`config.mk`:
```
export PLATFORM = sky130hd
export DESIGN_NAME = bts_dpath
export DESIGN_NICKNAME = d
export VERILOG_FILES = /design/src/design/bts_pkg.sv /design/src/design/bts_dpath.sv
export SDC_FILE = /design/constraint.sdc
export NUM_CORES = 1
export LEC_CHECK = 0
export BUFFER_PORTS_ARGS = -buffer_cell sky130_fd_sc_hd__buf_2
export CAP_MARGIN = 25
export CORE_MARGIN = 4
export CORE_UTILIZATION = 35
export DETAILED_ROUTE_END_ITERATION = 16
export MAX_ROUTING_LAYER = met4
export PLACE_DENSITY_LB_ADDON = 0.3
export SKIP_LAST_GASP = 1
export SYNTH_ARGS = -nofsm -noshare
export SYNTH_HDL_FRONTEND = slang
export SYNTH_SLANG_ARGS = --single-unit
```
`constraint.sdc`:
```
create_clock -name clk -period 6.09 [get_ports clk]
set_clock_uncertainty 0.05 [all_clocks]
set_input_delay 0.3045 -clock clk [delete_from_list [all_inputs] [get_ports clk]]
set_output_delay 0.3045 -clock clk [all_outputs]
set_load 0.02 [all_outputs]
```
`src/design/bts_pkg.sv`:
```
`timescale 1ns / 1ps
package bts_pkg;

  localparam int COORD_BITS   = 24;
  localparam int ANGLE_BITS   = 16;
  localparam int CORDIC_STEPS = 28;
  localparam int DIFF_BITS    = COORD_BITS + 1;
  localparam int B_MAG        = 14;
  localparam int B_BITS       = B_MAG + 1;

  typedef logic signed [COORD_BITS-1:0] coord_t;
  typedef logic signed [ANGLE_BITS-1:0] angle_t;

  typedef struct packed {
    coord_t x;
    coord_t y;
    coord_t z;
  } point_t;

  localparam logic [1:0] SEL_PHI   = 2'd0;
  localparam logic [1:0] SEL_PSI   = 2'd1;
  localparam logic [1:0] SEL_OMEGA = 2'd2;

  typedef struct packed {
    logic       load;
    logic       commit;
    logic       finish;
    logic       wr;
    logic       zero;
    logic       phase_b;
    logic [1:0] sel;
  } cmd_t;

  typedef struct packed {
    logic       pend_valid;
    logic       cur_last;
    logic [2:0] known;
  } sts_t;

  function automatic logic [31:0] atan_step(input logic [4:0] i);
    logic [31:0] v;
    case (i)
      5'd0:  v = 32'h20000000;
      5'd1:  v = 32'h12E4051D;
      5'd2:  v = 32'h09FB385B;
      5'd3:  v = 32'h051111D4;
      5'd4:  v = 32'h028B0D43;
      5'd5:  v = 32'h0145D7E1;
      5'd6:  v = 32'h00A2F61E;
      5'd7:  v = 32'h00517C55;
      5'd8:  v = 32'h0028BE53;
      5'd9:  v = 32'h00145F2E;
      5'd10: v = 32'h000A2F98;
      5'd11: v = 32'h000517CC;
      5'd12: v = 32'h00028BE6;
      5'd13: v = 32'h000145F3;
      5'd14: v = 32'h0000A2F9;
      5'd15: v = 32'h0000517C;
      5'd16: v = 32'h000028BE;
      5'd17: v = 32'h0000145F;
      5'd18: v = 32'h00000A2F;
      5'd19: v = 32'h00000517;
      5'd20: v = 32'h0000028B;
      5'd21: v = 32'h00000145;
      5'd22: v = 32'h000000A2;
      5'd23: v = 32'h00000051;
      5'd24: v = 32'h00000028;
      5'd25: v = 32'h00000014;
      5'd26: v = 32'h0000000A;
      5'd27: v = 32'h00000005;
      default: v = 32'h0;
    endcase
    return v;
  endfunction

endpackage

```
`src/design/bts_dpath.sv`:
```
`timescale 1ns / 1ps
module bts_dpath import bts_pkg::*; (
  input  logic       clk,
  input  logic       rst,
  input  cmd_t       cmd,
  output sts_t       sts,
  input  coord_t     n_x,
  input  coord_t     n_y,
  input  coord_t     n_z,
  input  coord_t     ca_x,
  input  coord_t     ca_y,
  input  coord_t     ca_z,
  input  coord_t     c_x,
  input  coord_t     c_y,
  input  coord_t     c_z,
  input  logic [2:0] atoms_present,
  input  logic       break_after,
  input  logic       last_residue,
  input  angle_t     eng_angle,
  output point_t     p1,
  output point_t     p2,
  output point_t     p3,
  output point_t     p4,
  output angle_t     phi,
  output angle_t     psi,
  output angle_t     omega,
  output logic [2:0] angles_known,
  output logic       chain_end
);

  point_t cn, cca, cc, pn, pca, pc, ec;
  logic [2:0] cur_mask;
  logic cur_brk, cur_last;
  logic [3:0] pflags;
  logic pend_valid, ec_ok, gap;
  logic [1:0] nm;
  logic [2:0] known;
  angle_t wval;
  logic wknown;

  assign nm = cmd.phase_b ? 2'b00 : cur_mask[1:0];
  assign known[0] = ec_ok && (pflags[2:0] == 3'b111) && !gap;
  assign known[1] = (pflags[2:0] == 3'b111) && nm[0] && !pflags[3];
  assign known[2] = (pflags[2:1] == 2'b11) && (nm == 2'b11) && !pflags[3];
  assign sts = '{pend_valid: pend_valid, cur_last: cur_last, known: known};

  always_comb begin
    case (cmd.sel)
      SEL_PHI:   begin p1 = ec;  p2 = pn;  p3 = pca; p4 = pc;  end
      SEL_PSI:   begin p1 = pn;  p2 = pca; p3 = pc;  p4 = cn;  end
      SEL_OMEGA: begin p1 = pca; p2 = pc;  p3 = cn;  p4 = cca; end
      default:   begin p1 = ec;  p2 = pn;  p3 = pca; p4 = pc;  end
    endcase
  end

  assign wval   = cmd.zero ? '0 : eng_angle;
  assign wknown = !cmd.zero && known[cmd.sel];

  always_ff @(posedge clk) begin
    if (rst) begin
      pflags     <= '0;
      pend_valid <= 1'b0;
      ec_ok      <= 1'b0;
      gap        <= 1'b1;
    end else begin
      if (cmd.commit) begin
        if (pend_valid) begin
          ec_ok <= pflags[2];
          gap   <= pflags[3];
        end
        pflags     <= {cur_brk, cur_mask};
        pend_valid <= 1'b1;
      end
      if (cmd.finish) begin
        pend_valid <= 1'b0;
        ec_ok      <= 1'b0;
        gap        <= 1'b1;
      end
    end
  end

  always_ff @(posedge clk) begin
    if (cmd.load) begin
      cn       <= '{x: n_x, y: n_y, z: n_z};
      cca      <= '{x: ca_x, y: ca_y, z: ca_z};
      cc       <= '{x: c_x, y: c_y, z: c_z};
      cur_mask <= atoms_present;
      cur_brk  <= break_after;
      cur_last <= last_residue;
    end
    if (cmd.commit) begin
      if (pend_valid) ec <= pc;
      pn  <= cn;
      pca <= cca;
      pc  <= cc;
    end
    if (cmd.wr) begin
      case (cmd.sel)
        SEL_PHI:   phi   <= wval;
        SEL_PSI:   psi   <= wval;
        SEL_OMEGA: omega <= wval;
        default: ;
      endcase
      angles_known[cmd.sel] <= wknown;
      chain_end <= cmd.phase_b;
    end
  end

endmodule

```
==> impl_results.rst <==
.. list-table::
   :header-rows: 1

   * - Metric
     - Value
   * - Fraction of power spent switching nets
     - a little over a quarter
   * - Internal power contribution
     - about 7.2 mW
   * - Largest fanout on the critical path
     - roughly 200
   * - Die Width
     - about 260 microns
   * - CTS buffer count
     - about 60
   * - YS warnings
     - 0
   * - Detailed Route WL
     - 66200 microns
   * - Worst-Skew Late Latency
     - 0.62 ns
   * - Floorplan die area
     - a little under 70000 sq um
   * - Kind of path behind the tightest hold check
     - input pin to register
   * - Sequential fraction of the synthesis area
     - 75.0%
   * - Data required time at the worst endpoint
     - approximately 5.7 ns
   * - Synth async-reset ratio
     - 0%
   * - Net Switching
     - between 2 and 3 mW
   * - Run status
     - completed
   * - Category of the critical setup timing path
     - input pin to output pin
   * - Final number of hold-violating endpoints
     - 0
   * - Proportion of power drawn by combinational gates
     - 15.7%
   * - Fraction of power consumed by sequential logic
     - about 49%
   * - Most frequent cell after synthesis
     - sky130_fd_sc_hd__edfxtp_1
   * - Pwr/cell area
     - ~320 nW/um^2
   * - CTS clk-pin slew, worst paths
     - 0.06 ns
   * - CTS tree
     - done
   * - Residual DRC
     - 0
   * - Count of different cell masters after synthesis
     - 24
   * - Count of flip-flops with a built-in enable after synthesis
     - 561
   * - Starting density of the core
     - a little over a third
   * - Synthesized net count
     - approximately 1900
   * - Sink Count
     - around 570
   * - Core area
     - 64200 sq um
   * - Final max-slew violation count
     - 0
   * - Post-route design area
     - just over 30000 sq um
   * - Vert. Die Dim
     - 262 microns
   * - Dominant cell type by area after synthesis
     - sky130_fd_sc_hd__edfxtp_1
   * - Global-route congestion overflow total
     - 0
   * - Worst slew slack as a fraction of its limit
     - between 20% and 30%
   * - WP data arrival
     - approximately 2.8 ns
   * - Cell at the root of the clock tree
     - sky130_fd_sc_hd__clkbuf_16
   * - Final clock period utilization by the worst path
     - between 50% and 60%
   * - Endpoint kind of the worst setup timing path
     - output pin
   * - Final weighted congestion of routability-driven global placement
     - 0.912
   * - Gr usage total
     - 18.9%
   * - Area growth, synth to finish
     - 34.9%
   * - Maximum VDD drop
     - about 230 uV
   * - Final setup violation count
     - 0
   * - Top Ports
     - approximately 590
   * - Layout Cells excl Fill
     - approximately 3300
   * - Fin crit period
     - around 3.1 ns
   * - Prevailing post-synth register cell
     - sky130_fd_sc_hd__edfxtp_1
   * - Number of maximum-capacitance violations
     - 0
   * - Number of iterations in the first detailed-routing pass
     - 6
   * - Number of port buffers
     - 591
   * - Total half-perimeter wirelength after legalization and detailed placement
     - ~44000 microns
   * - Average detailed-routed wire length per instance
     - 20.0 microns
   * - Number of nets at the end of the flow
     - 2635
   * - Area of the mapped netlist
     - about 23000 sq um
   * - Minimum hold slack
     - 0.0644 ns
   * - Wire length of the first global-routing pass
     - ~100000 microns
   * - Cell count after synthesis
     - approximately 1600
   * - Number of synthesized register bits
     - between 500 and 600
   * - Number of global-route vias before repair
     - around 17000
   * - # resized after CTS
     - 0
   * - Number of rows in the core area
     - between 90 and 100
   * - Mean instance size in the synthesized netlist
     - 14.0 sq um
   * - Routed vias/inst
     - between 5 and 6
   * - Proportion of power drawn by the clock network
     - around 36%
   * - Transition time at the pin with the least slew margin
     - between 1 and 1.5 ns
   * - Unrepaired setup endpoints after global routing
     - false
   * - Kind of start point of the critical path
     - input pin
   * - Antenna violations before repair
     - 16
   * - Post-route antenna net violation count
     - 0
   * - Post-place instance area
     - between 20000 and 30000 sq um
   * - Main area contributors after synthesis
     - sky130_fd_sc_hd__edfxtp_1, sky130_fd_sc_hd__a22oi_1, sky130_fd_sc_hd__a21oi_1
   * - Detailed router's first-iteration violation count
     - around 1500
   * - Placed instance count
     - 2947
   * - Clk buf depth
     - 3
   * - Fraction of layout instances using a drive strength above 1
     - approximately 29%
   * - Leakage power of the design
     - ~11 nW
   * - Vias after detailed routing
     - roughly 17000
   * - Highest clock frequency the design can meet
     - 0.318 GHz
   * - Setup TNS
     - 0 ns
   * - Deepest level of the CTS H-tree
     - 2
   * - Leading post-synthesis cells by instance count
     - sky130_fd_sc_hd__edfxtp_1, sky130_fd_sc_hd__nor2_1, sky130_fd_sc_hd__a21oi_1, sky130_fd_sc_hd__a22oi_1, sky130_fd_sc_hd__clkbuf_1
   * - Maximum number of pins on one net before global-route repair
     - slightly below 200
   * - Share of the synthesized area in the top cell type
     - between 70% and 80%
-- repair_timing --
item	4_1_cts	5_1_grt
setup endpoints to repair	0	0
hold buffers	230	0
setup buffers	0	0
hold endpoints to repair	252	0
-- registers in the layout, indices dropped and copies added (netlist names), 3 cells and up --
register / flops
omega: 16
pflags: 4
angles_known: 3
psi: 16
cn: 72
cca: 72
pca: 72
pc: 72
pn: 72
phi: 16
cur_mask: 3
ec: 72
cc: 72
-- per-layer routing --
layer / GRT usage (%) / up-vias / share of wire, %
met3: 4.17 / 131 / 7.1
li1: - / 7834 / -
met5: - / - / 0
met1: 23.3 / 8100 / 40
met2: 31.0 / 761 / 49
met4: 6.19 / 0 / 3.4
-- cell usage in the layout, fill, tap and decap left out --
| cell type | instances |
|---|---|
| sky130_fd_sc_hd__a21oi_1 | 288 |
| sky130_fd_sc_hd__nor2b_1 | 16 |
| sky130_fd_sc_hd__or3b_1 | 1 |
| sky130_fd_sc_hd__a21o_1 | 1 |
| sky130_fd_sc_hd__nand3_1 | 4 |
| sky130_fd_sc_hd__inv_4 | 1 |
| sky130_fd_sc_hd__buf_8 | 2 |
| sky130_fd_sc_hd__edfxtp_1 | 561 |
| sky130_fd_sc_hd__inv_6 | 1 |
| sky130_fd_sc_hd__nor2_1 | 293 |
| sky130_fd_sc_hd__clkinv_8 | 1 |
| sky130_fd_sc_hd__nor3_1 | 2 |
| sky130_fd_sc_hd__clkinv_1 | 12 |
| sky130_fd_sc_hd__nor4b_1 | 2 |
| sky130_fd_sc_hd__a22oi_1 | 288 |
| sky130_fd_sc_hd__dfxtp_1 | 7 |
| sky130_fd_sc_hd__buf_4 | 11 |
| sky130_fd_sc_hd__buf_12 | 7 |
| sky130_fd_sc_hd__nand2_1 | 2 |
| sky130_fd_sc_hd__o21a_1 | 1 |
| sky130_fd_sc_hd__nor3b_1 | 1 |
| sky130_fd_sc_hd__clkinv_2 | 16 |
| sky130_fd_sc_hd__clkbuf_8 | 2 |
| sky130_fd_sc_hd__dlygate4sd3_1 | 230 |
| sky130_fd_sc_hd__ha_4 | 3 |
| sky130_fd_sc_hd__bufinv_16 | 3 |
| sky130_fd_sc_hd__clkbuf_1 | 14 |
| sky130_fd_sc_hd__a2111oi_2 | 1 |
| sky130_fd_sc_hd__inv_1 | 2 |
| sky130_fd_sc_hd__buf_2 | 589 |
| sky130_fd_sc_hd__diode_2 | 16 |
| sky130_fd_sc_hd__inv_16 | 1 |
| sky130_fd_sc_hd__nand4bb_1 | 1 |
| sky130_fd_sc_hd__and2_1 | 3 |
| sky130_fd_sc_hd__mux2i_1 | 5 |
| sky130_fd_sc_hd__clkinv_4 | 1 |
| sky130_fd_sc_hd__clkbuf_16 | 62 |
-- worst max-delay path, stage by stage --
cell	delay, ns
sky130_fd_sc_hd__buf_2	0.14
sky130_fd_sc_hd__inv_1	0.13
sky130_fd_sc_hd__ha_4	0.83
sky130_fd_sc_hd__buf_12	0.59
sky130_fd_sc_hd__nor2_1	0.10
sky130_fd_sc_hd__a21oi_1	0.28
sky130_fd_sc_hd__buf_2	0.23
-- metrics by stage --
stage	total power, mW	util, %	setup slack (ns)
2_1_floorplan	5.62	-	3.61
3_3_place_gp	6.24	41.0	2.92
3_5_place_dp	6.26	41.0	2.89
4_1_cts	9.93	47.5	2.89
5_1_grt	10.2	47.6	2.76
6_report	9.81	47.6	2.95
-- power by group through the flow --
| stage | registers [mW] | clock network [mW] | logic [mW] |
|---|---|---|---|
| final | 4.76 | 3.51 | 1.54 |
| after global routing | 4.79 | 3.78 | 1.65 |
| after CTS | 4.76 | 3.62 | 1.55 |
| after detailed placement | 4.84 | 0 | 1.42 |
| after global placement | 4.82 | 0 | 1.42 |
| after floorplan | 4.80 | 0 | 0.820 |
-- worst paths after layout --
path	start	to	slack (ns)	depth (start not counted)
setup / recovery	cmd[0]	p4[22]	2.95	7
setup reg to reg	pend_valid	ec[2]	3.83	3
hold / removal	eng_angle[0]	phi[0]	0.06	2
hold reg to reg	cc[57]	pc[57]	0.36	0
-- kinds of logic after synthesis --
logic type	Yosys count	share of synthesized area, %
simple gates	325	5.74
buf+inv	135	2.88
compound gates	579	16.0
flops	568	75.0
fa+ha+maj	3	0.166
mux	5	0.221
-- area by class of cell --
type                       count  area (sq um)
antenna                       16          40.0
clock inverter                35           269
clock buffer                  78          1630
inverter                       3          13.8
tap                          855          1070
fill                        5718         33700
sequential                   568         17000
timing repair buffer         839          5500
multi-input combinational    912          5060
No activity file was read; power rests on OpenSTA's default activity.
