$ cat src/design/bts_pkg.sv
`timescale 1ns / 1ps
package bts_pkg;

  localparam int COORD_BITS   = 24;
  localparam int ANGLE_BITS   = 16;
  localparam int CORDIC_STEPS = 28;
  localparam int DIFF_BITS    = COORD_BITS + 1;
  localparam int B_MAG        = 14;
  localparam int B_BITS       = B_MAG + 1;

  typedef logic signed [COORD_BITS-1:0] coord_t;
  typedef logic signed [ANGLE_BITS-1:0] angle_t;

  typedef struct packed {
    coord_t x;
    coord_t y;
    coord_t z;
  } point_t;

  localparam logic [1:0] SEL_PHI   = 2'd0;
  localparam logic [1:0] SEL_PSI   = 2'd1;
  localparam logic [1:0] SEL_OMEGA = 2'd2;

  typedef struct packed {
    logic       load;
    logic       commit;
    logic       finish;
    logic       wr;
    logic       zero;
    logic       phase_b;
    logic [1:0] sel;
  } cmd_t;

  typedef struct packed {
    logic       pend_valid;
    logic       cur_last;
    logic [2:0] known;
  } sts_t;

  function automatic logic [31:0] atan_step(input logic [4:0] i);
    logic [31:0] v;
    case (i)
      5'd0:  v = 32'h20000000;
      5'd1:  v = 32'h12E4051D;
      5'd2:  v = 32'h09FB385B;
      5'd3:  v = 32'h051111D4;
      5'd4:  v = 32'h028B0D43;
      5'd5:  v = 32'h0145D7E1;
      5'd6:  v = 32'h00A2F61E;
      5'd7:  v = 32'h00517C55;
      5'd8:  v = 32'h0028BE53;
      5'd9:  v = 32'h00145F2E;
      5'd10: v = 32'h000A2F98;
      5'd11: v = 32'h000517CC;
      5'd12: v = 32'h00028BE6;
      5'd13: v = 32'h000145F3;
      5'd14: v = 32'h0000A2F9;
      5'd15: v = 32'h0000517C;
      5'd16: v = 32'h000028BE;
      5'd17: v = 32'h0000145F;
      5'd18: v = 32'h00000A2F;
      5'd19: v = 32'h00000517;
      5'd20: v = 32'h0000028B;
      5'd21: v = 32'h00000145;
      5'd22: v = 32'h000000A2;
      5'd23: v = 32'h00000051;
      5'd24: v = 32'h00000028;
      5'd25: v = 32'h00000014;
      5'd26: v = 32'h0000000A;
      5'd27: v = 32'h00000005;
      default: v = 32'h0;
    endcase
    return v;
  endfunction

endpackage

$ cat src/design/bts_ctrl.sv
`timescale 1ns / 1ps
module bts_ctrl import bts_pkg::*; (
  input  logic clk,
  input  logic rst,
  input  logic in_valid,
  output logic in_ready,
  output logic out_valid,
  input  logic out_ready,
  input  logic eng_done,
  output logic eng_start,
  output cmd_t cmd,
  input  sts_t sts
);

  localparam logic [2:0] C_IDLE   = 3'd0;
  localparam logic [2:0] C_ANGLE  = 3'd1;
  localparam logic [2:0] C_WAIT   = 3'd2;
  localparam logic [2:0] C_OUT    = 3'd3;
  localparam logic [2:0] C_COMMIT = 3'd4;

  logic [2:0] state, state_next;
  logic [1:0] k, k_next;
  logic phase, phase_next;

  assign in_ready  = (state == C_IDLE);
  assign out_valid = (state == C_OUT);

  always_comb begin
    state_next = state;
    k_next     = k;
    phase_next = phase;
    eng_start  = 1'b0;
    cmd        = '0;
    cmd.sel     = k;
    cmd.phase_b = phase;
    case (state)
      C_IDLE: begin
        if (in_valid) begin
          cmd.load = 1'b1;
          k_next   = SEL_PHI;
          phase_next = 1'b0;
          state_next = sts.pend_valid ? C_ANGLE : C_COMMIT;
        end
      end
      C_ANGLE: begin
        if (sts.known[k]) begin
          eng_start  = 1'b1;
          state_next = C_WAIT;
        end else begin
          cmd.wr   = 1'b1;
          cmd.zero = 1'b1;
          if (k == SEL_OMEGA) state_next = C_OUT;
          else k_next = k + 2'd1;
        end
      end
      C_WAIT: begin
        if (eng_done) begin
          cmd.wr = 1'b1;
          if (k == SEL_OMEGA) begin
            state_next = C_OUT;
          end else begin
            k_next     = k + 2'd1;
            state_next = C_ANGLE;
          end
        end
      end
      C_OUT: begin
        if (out_ready) begin
          if (phase) begin
            cmd.finish = 1'b1;
            state_next = C_IDLE;
          end else begin
            state_next = C_COMMIT;
          end
        end
      end
      C_COMMIT: begin
        cmd.commit = 1'b1;
        if (sts.cur_last) begin
          phase_next = 1'b1;
          k_next     = SEL_PHI;
          state_next = C_ANGLE;
        end else begin
          state_next = C_IDLE;
        end
      end
      default: state_next = C_IDLE;
    endcase
  end

  always_ff @(posedge clk) begin
    if (rst) begin
      state <= C_IDLE;
      k     <= SEL_PHI;
      phase <= 1'b0;
    end else begin
      state <= state_next;
      k     <= k_next;
      phase <= phase_next;
    end
  end

endmodule

$ cat config.mk
export PLATFORM = sky130hd
export DESIGN_NAME = bts_ctrl
export DESIGN_NICKNAME = d
export VERILOG_FILES = /design/src/design/bts_pkg.sv /design/src/design/bts_ctrl.sv
export SDC_FILE = /design/constraint.sdc
export NUM_CORES = 1
export LEC_CHECK = 0
export ABC_AREA = 1
export BUFFER_PORTS_ARGS = -buffer_cell sky130_fd_sc_hd__buf_2
export CAP_MARGIN = 40
export CORE_AREA = 2 2 39 41
export DETAILED_ROUTE_END_ITERATION = 8
export DIE_AREA = 0 0 41 43
export PLACE_DENSITY = 0.68
export SYNTH_ARGS = -nofsm -noshare
export SYNTH_HDL_FRONTEND = slang
export SYNTH_SLANG_ARGS = --single-unit
$ cat constraint.sdc
create_clock -name clk -period 1.4 [get_ports clk]
set_input_delay 0.42 -clock clk [delete_from_list [all_inputs] [get_ports clk]]
set_output_delay 0.42 -clock clk [all_outputs]
set_load 0.01 [all_outputs]
==> results.json, run 1 <==
{
  "outcome": "finished with violations",
  "violations": "negative setup slack",
  "grt_start_max_net_pins": 7,
  "crit_path_max_fanout": 4,
  "antenna_cells": 0,
  "die_w_um": 41,
  "grt_overflow_total": 0,
  "hold_violations": 0,
  "setup_viol": 8,
  "muxShareOfSynthArea_pct": 0,
  "arrival_ps": 1190,
  "final_max_slew_viol_count": 0,
  "synth_top_family_by_area": "simple AND/OR/NAND/NOR gates",
  "ir_drop_v": 0.00108,
  "start_util_pct": 35.1,
  "core_um2": 1380,
  "drc": 0,
  "internal_power_mw": 1.15,
  "yosysUniqueCellTypes": 18,
  "synth-seq-cells": 6,
  "leakagePower_nw": 0.495,
  "swShare_pct": 45.3,
  "yosys.area_share.adder_pct": 2.58,
  "p_sw_uw": 950,
  "reg2reg_from": "state[2]",
  "area_growth_pct": 86.1,
  "criticalPathCategory": "register to output pin",
  "drt_iter0_markers": 19,
  "die_area_um2": 1760,
  "place_ws_ps": -79.7,
  "wirelength_mm": 1.68,
  "period_share_pct": 115,
  "cts_max_level": 1,
  "tightest_slew_ps": 210,
  "min_from": "rst",
  "drtAntennaViolNets": 0,
  "utilization_pct": 65.3,
  "cts_hold_buf": 0,
  "dp_hpwl_um": 955,
  "power_frac_seq_pct": 16.0,
  "clock_sinks": 6,
  "skew_ps": 0.494,
  "clkPwrFrac_pct": 7.4,
  "fin_crit_ps": 1610,
  "syn_inst": 84,
  "startpoint": "state[0]",
  "synth_xor_area_share_pct": 0,
  "place_congestion": 0.758,
  "clk_pin_slew_ps": 40,
  "setup_slack_ps": -205,
  "placed_area_um2": 628,
  "fin_nets": 139,
  "end_kind": "output pin",
  "slew_headroom_pct": 85.9,
  "synth-seq-area-share_pct": 24.7,
  "avgRoutedWirePerCell_um": 11.8,
  "setup_tns_ps": -828,
  "drive_above_1_share_pct": 61.1,
  "post_synth.cell_area_avg_um2": 5.78,
  "rsz0062_at_grt": "yes",
  "cts_made_buffers": 3,
  "grt_pass1_vias": 589,
  "combinationalPowerShare_pct": 76.6,
  "grt_usage_pct": 18.3,
  "synth-compound-area-share_pct": 9.54,
  "critPathRequiredTime_ps": 980,
  "die_h_um": 43,
  "cts_tree": "built",
  "synth_area_um2": 485,
  "grt_first_pass_wirelength_mm": 2.21,
  "nFillCells": 116,
  "hold_class": "input port to register",
  "clockBufferDepth": 2,
  "placement_rows": 14,
  "yosys.area_share.simple_pct": 46.1,
  "finalInstanceArea_um2": 903,
  "syn-num-nets": 95,
  "num_vias": 709,
  "powerDensity_nw_per_um2": 2320,
  "antenna_found_initial": 0,
  "num_io_pins": 21,
  "ctsRootBufferMaster": "clkbuf_4",
  "clkLatencyLatePin_ps": 240,
  "port_buffers": 20,
  "via_per_inst": 4.99,
  "yosys_warnings": 0,
  "fmax_ghz": 0.623,
  "drv_cap": 0,
  "critPathLaunchType": "register",
  "first_pass_iters": 6
}
[worst max-delay path: stages (launching register included)]
cell	delay [ps]
dfxtp_4	360
nor2_4	110
inv_2	70
nor2_4	140
inv_2	60
nor2_2	70
buf_2	130
[flip-flops by register name, indices dropped and copies added, names as in the netlist]
name,flops
phase,1
state,3
k,2
[per-stage QoR]
| step | total power [mW] | cells | hold slack, ps |
|---|---|---|---|
| after floorplan | 0.935 | 84 | 470 |
| after global placement | 1.21 | 123 | 496 |
| after detailed placement | 1.23 | 123 | 504 |
| after CTS | 1.70 | 136 | 362 |
| after global routing | 2.25 | 142 | 382 |
| final | 2.10 | 142 | 368 |
[power groups by stage]
stage / combinational [mW] / clock (mW) / sequential (mW)
6_report: 1.60 / 0.156 / 0.335
5_1_grt: 1.74 / 0.174 / 0.337
4_1_cts: 1.22 / 0.165 / 0.316
3_5_place_dp: 0.936 / 0 / 0.294
3_3_place_gp: 0.918 / 0 / 0.292
2_1_floorplan: 0.641 / 0 / 0.294
[worst paths after layout]
path                            endpoint  slack, ps  cells after the start
worst max-delay path              cmd[7]       -210                      6
worst max register to register      k[1]         30                     11
worst min-delay path            state[2]        370                      2
worst min register to register     phase        530                      2
[final cells by class]
cell class | count | area, µm² | share of cell area [%]
Sequential cell | 6 | 131 | 14.5
Tap cell | 16 | 20.0 | 2.22
Clock buffer | 3 | 22.5 | 2.49
Timing Repair Buffer | 41 | 288 | 31.9
Inverter | 18 | 70.1 | 7.76
Multi-Input combinational cell | 58 | 372 | 41.1
[metal layers]
layer	wire length (µm)	vias to the layer above	GRT usage [%]
li1	-	348	-
met1	651	329	20.4
met2	920	28	30.6
met3	84	4	3.14
met4	23	0	10.0
met5	0	-	0
[cells in the final DEF (no fill, tap or decap)]
master and count:
buf_4 18, buf_2 17, nor2_1 11, inv_1 10
nand2_1 10, inv_2 7, nand2_2 7, buf_6 6
nand3_1 5, a21oi_1 4, nor2_4 3, nand3_4 3
nand3_2 3, clkbuf_4 3, dfxtp_2 3, nand4_1 2
o21ai_0 2, dfxtp_4 2, inv_4 1, o21ai_2 1
nor2_2 1, o22ai_1 1, nand3b_1 1, nand2_4 1
nor3_1 1, o21ai_1 1, ha_2 1, dfxtp_1 1
[synth_stat cells, drive strengths merged]
cell type  instances  area share [%]
dfxtp              6              25
o21ai              4             4.1
o22ai              1             1.3
nor3               1             1.0
nand2             18              14
nand4              2             2.6
nor2              15              13
a21oi              4             4.1
nand3             11              13
inv               18              14
ha                 1             2.6
nand3b             1             1.5
buf                2             3.1
[kinds of logic (layout without fill, tap and decap cells)]
logic type,after synthesis,count (layout)
adders and majority gates,1,1
and+or+nand+nor,48,48
DFF,6,6
AOI/OAI and AO/OA,9,9
buffers and inverters,20,62
[what timing repair did]
action | 4_1_cts | 5_1_grt
buffers inserted | 10 | 7
cloned | 0 | 0
endpoints found under the setup margin | 8 | 11
resized for setup | 17 | 24
pin swaps | 2 | 10
Power figures use the tool's default switching activity.
==> inputs of run 2 (changes only) <==
clock period = 1.65 ns   (was 1.4 ns; I/O delays follow)
==> run 2 against run 1 <==
Net effect:
- the flow still finishes with violations (negative setup slack)
- register-to-register slack gained 240 ps
- critical path depth did not move
- sequential power is 12% lower
- sequential share of layout area is 2.6 points higher
- setup slack better by 200 ps
- worst hold slack improved by 89 ps
- clock power is 17% lower
- die area is the same
- wire length shrank 16%
- via count shrank 9.6%
- critical path type unchanged
- largest power group unchanged
- highest routed layer unchanged
==> results.json, run 2 (synthesized netlist as in run 1, its figures left out) <==
{
  "violations": "negative setup slack",
  "arrival_ps": 1160,
  "clock_sinks": 6,
  "grt_pass1_vias": 507,
  "drc": 0,
  "clk_pin_slew_ps": 40,
  "rsz0062_at_grt": "yes",
  "placement_rows": 14,
  "avgRoutedWirePerCell_um": 10.4,
  "port_buffers": 20,
  "criticalPathCategory": "register to output pin",
  "place_ws_ps": 24.0,
  "finalInstanceArea_um2": 796,
  "drt_iter0_markers": 15,
  "num_vias": 641,
  "ir_drop_v": 0.000887,
  "end_kind": "output pin",
  "crit_path_max_fanout": 6,
  "clockBufferDepth": 2,
  "num_io_pins": 21,
  "start_util_pct": 35.1,
  "crit_path_top_delay_cell": "dfxtp_4",
  "nFillCells": 125,
  "die_w_um": 41,
  "placed_area_um2": 613,
  "tightest_slew_ps": 180,
  "hold_slack_ps": 457,
  "period_share_pct": 100,
  "dp_hpwl_um": 959,
  "grt_start_max_net_pins": 7,
  "ctsRootBufferMaster": "clkbuf_4",
  "skew_ps": 4.55,
  "final_max_slew_viol_count": 0,
  "grt_usage_pct": 15.3,
  "fin_crit_ps": 1660,
  "first_pass_iters": 4,
  "antenna_found_initial": 0,
  "core_um2": 1380,
  "reg_top3": "state: 3 flops, k: 2 flops, phase: 1 flops",
  "top_register": "state",
  "area_growth_pct": 63.9,
  "cts_made_buffers": 3,
  "drtAntennaViolNets": 0,
  "grt_overflow_total": 0,
  "hold_violations": 0,
  "cts_max_level": 1,
  "setup_slack_ps": -5.81,
  "leakagePower_nw": 0.459,
  "final_cell_mix": "19 x buf_2, 15 x nand2_1, 14 x buf_4, 12 x nor2_1, 12 x inv_1",
  "cts_tree": "built",
  "powerDensity_nw_per_um2": 1930,
  "die_h_um": 43,
  "die_area_um2": 1760,
  "crit_path_max_incr_delay_ps": 360,
  "total_power_mw": 1.53,
  "largest_reg_flops": 3,
  "clkLatencyLatePin_ps": 240,
  "drive_above_1_share_pct": 49.6,
  "critPathRequiredTime_ps": 1150,
  "via_per_inst": 4.75,
  "wirelength_mm": 1.41,
  "critPathLaunchType": "register",
  "crit_chain": "nor2_4, inv_2, nor2_4, inv_2, nor2_1, buf_2",
  "drv_cap": 0,
  "grt_first_pass_wirelength_mm": 1.84,
  "antenna_cells": 0,
  "outcome": "finished with violations",
  "place_congestion": 0.756,
  "fmax_ghz": 0.604,
  "cts_hold_buf": 0,
  "final_common_cell": "buf_2",
  "hold_class": "input port to register",
  "slew_headroom_pct": 87.8,
  "setup_viol": 1,
  "fin_nets": 132
}
run 2: layout make-up:
cell class	count	area (µm²)	share of cell area, %
clock buffer	3	22.5	2.83
inverter	18	77.6	9.75
multi-input combinational	58	328	41.2
sequential	6	136	17.1
tap	16	20.0	2.52
timing repair buffer	34	211	26.6
run 2: final timing paths:
check,start,endpoint,slack [ps],cells past startpoint
setup / recovery,state[1],cmd[7],-6,6
hold / removal,rst,state[2],460,2
setup reg to reg,state[1],k[1],270,9
hold reg to reg,phase,phase,530,2
run 2: timing repair:
item / 4_1_cts / 5_1_grt
buffers inserted: 2 / 9
endpoints found under the setup margin: 5 / 4
gates resized for setup: 10 / 17
pin swaps: 1 / 5
run 2: power by group:
group | leakage (nW) | switching [mW] | internal, mW | total (mW)
logic | 0.392 | 0.577 | 0.530 | 1.11
registers | 0.0523 | 0.0804 | 0.216 | 0.296
clock network | 0.0138 | 0.0473 | 0.0819 | 0.129
run 2: routing by layer:
layer,vias up,GRT usage [%],wire (µm),share of wire (%)
li1,335,-,-,-
met1,291,18.3,621,44
met2,13,23.1,725,51
met3,2,3.14,52,3.7
met4,0,10.0,10,0.71
met5,-,0,0,0
run 2: worst max-delay path: cells and delay by family, from the launching register on:
kind | cells | cell delay (ps)
flip-flops | 1 | 360
AND/OR/NAND/NOR | 3 | 310
buffers and inverters | 3 | 250
run 2: metrics by stage:
step / setup TNS (ps) / util [%] / instances
3_5_place_dp: 0 / 44.3 / 121
5_1_grt: -84.3 / 57.5 / 135
6_report: -5.81 / 57.5 / 135
4_1_cts: 0 / 48.6 / 126
3_3_place_gp: 0 / 44.3 / 121
2_1_floorplan: 0 / - / 84
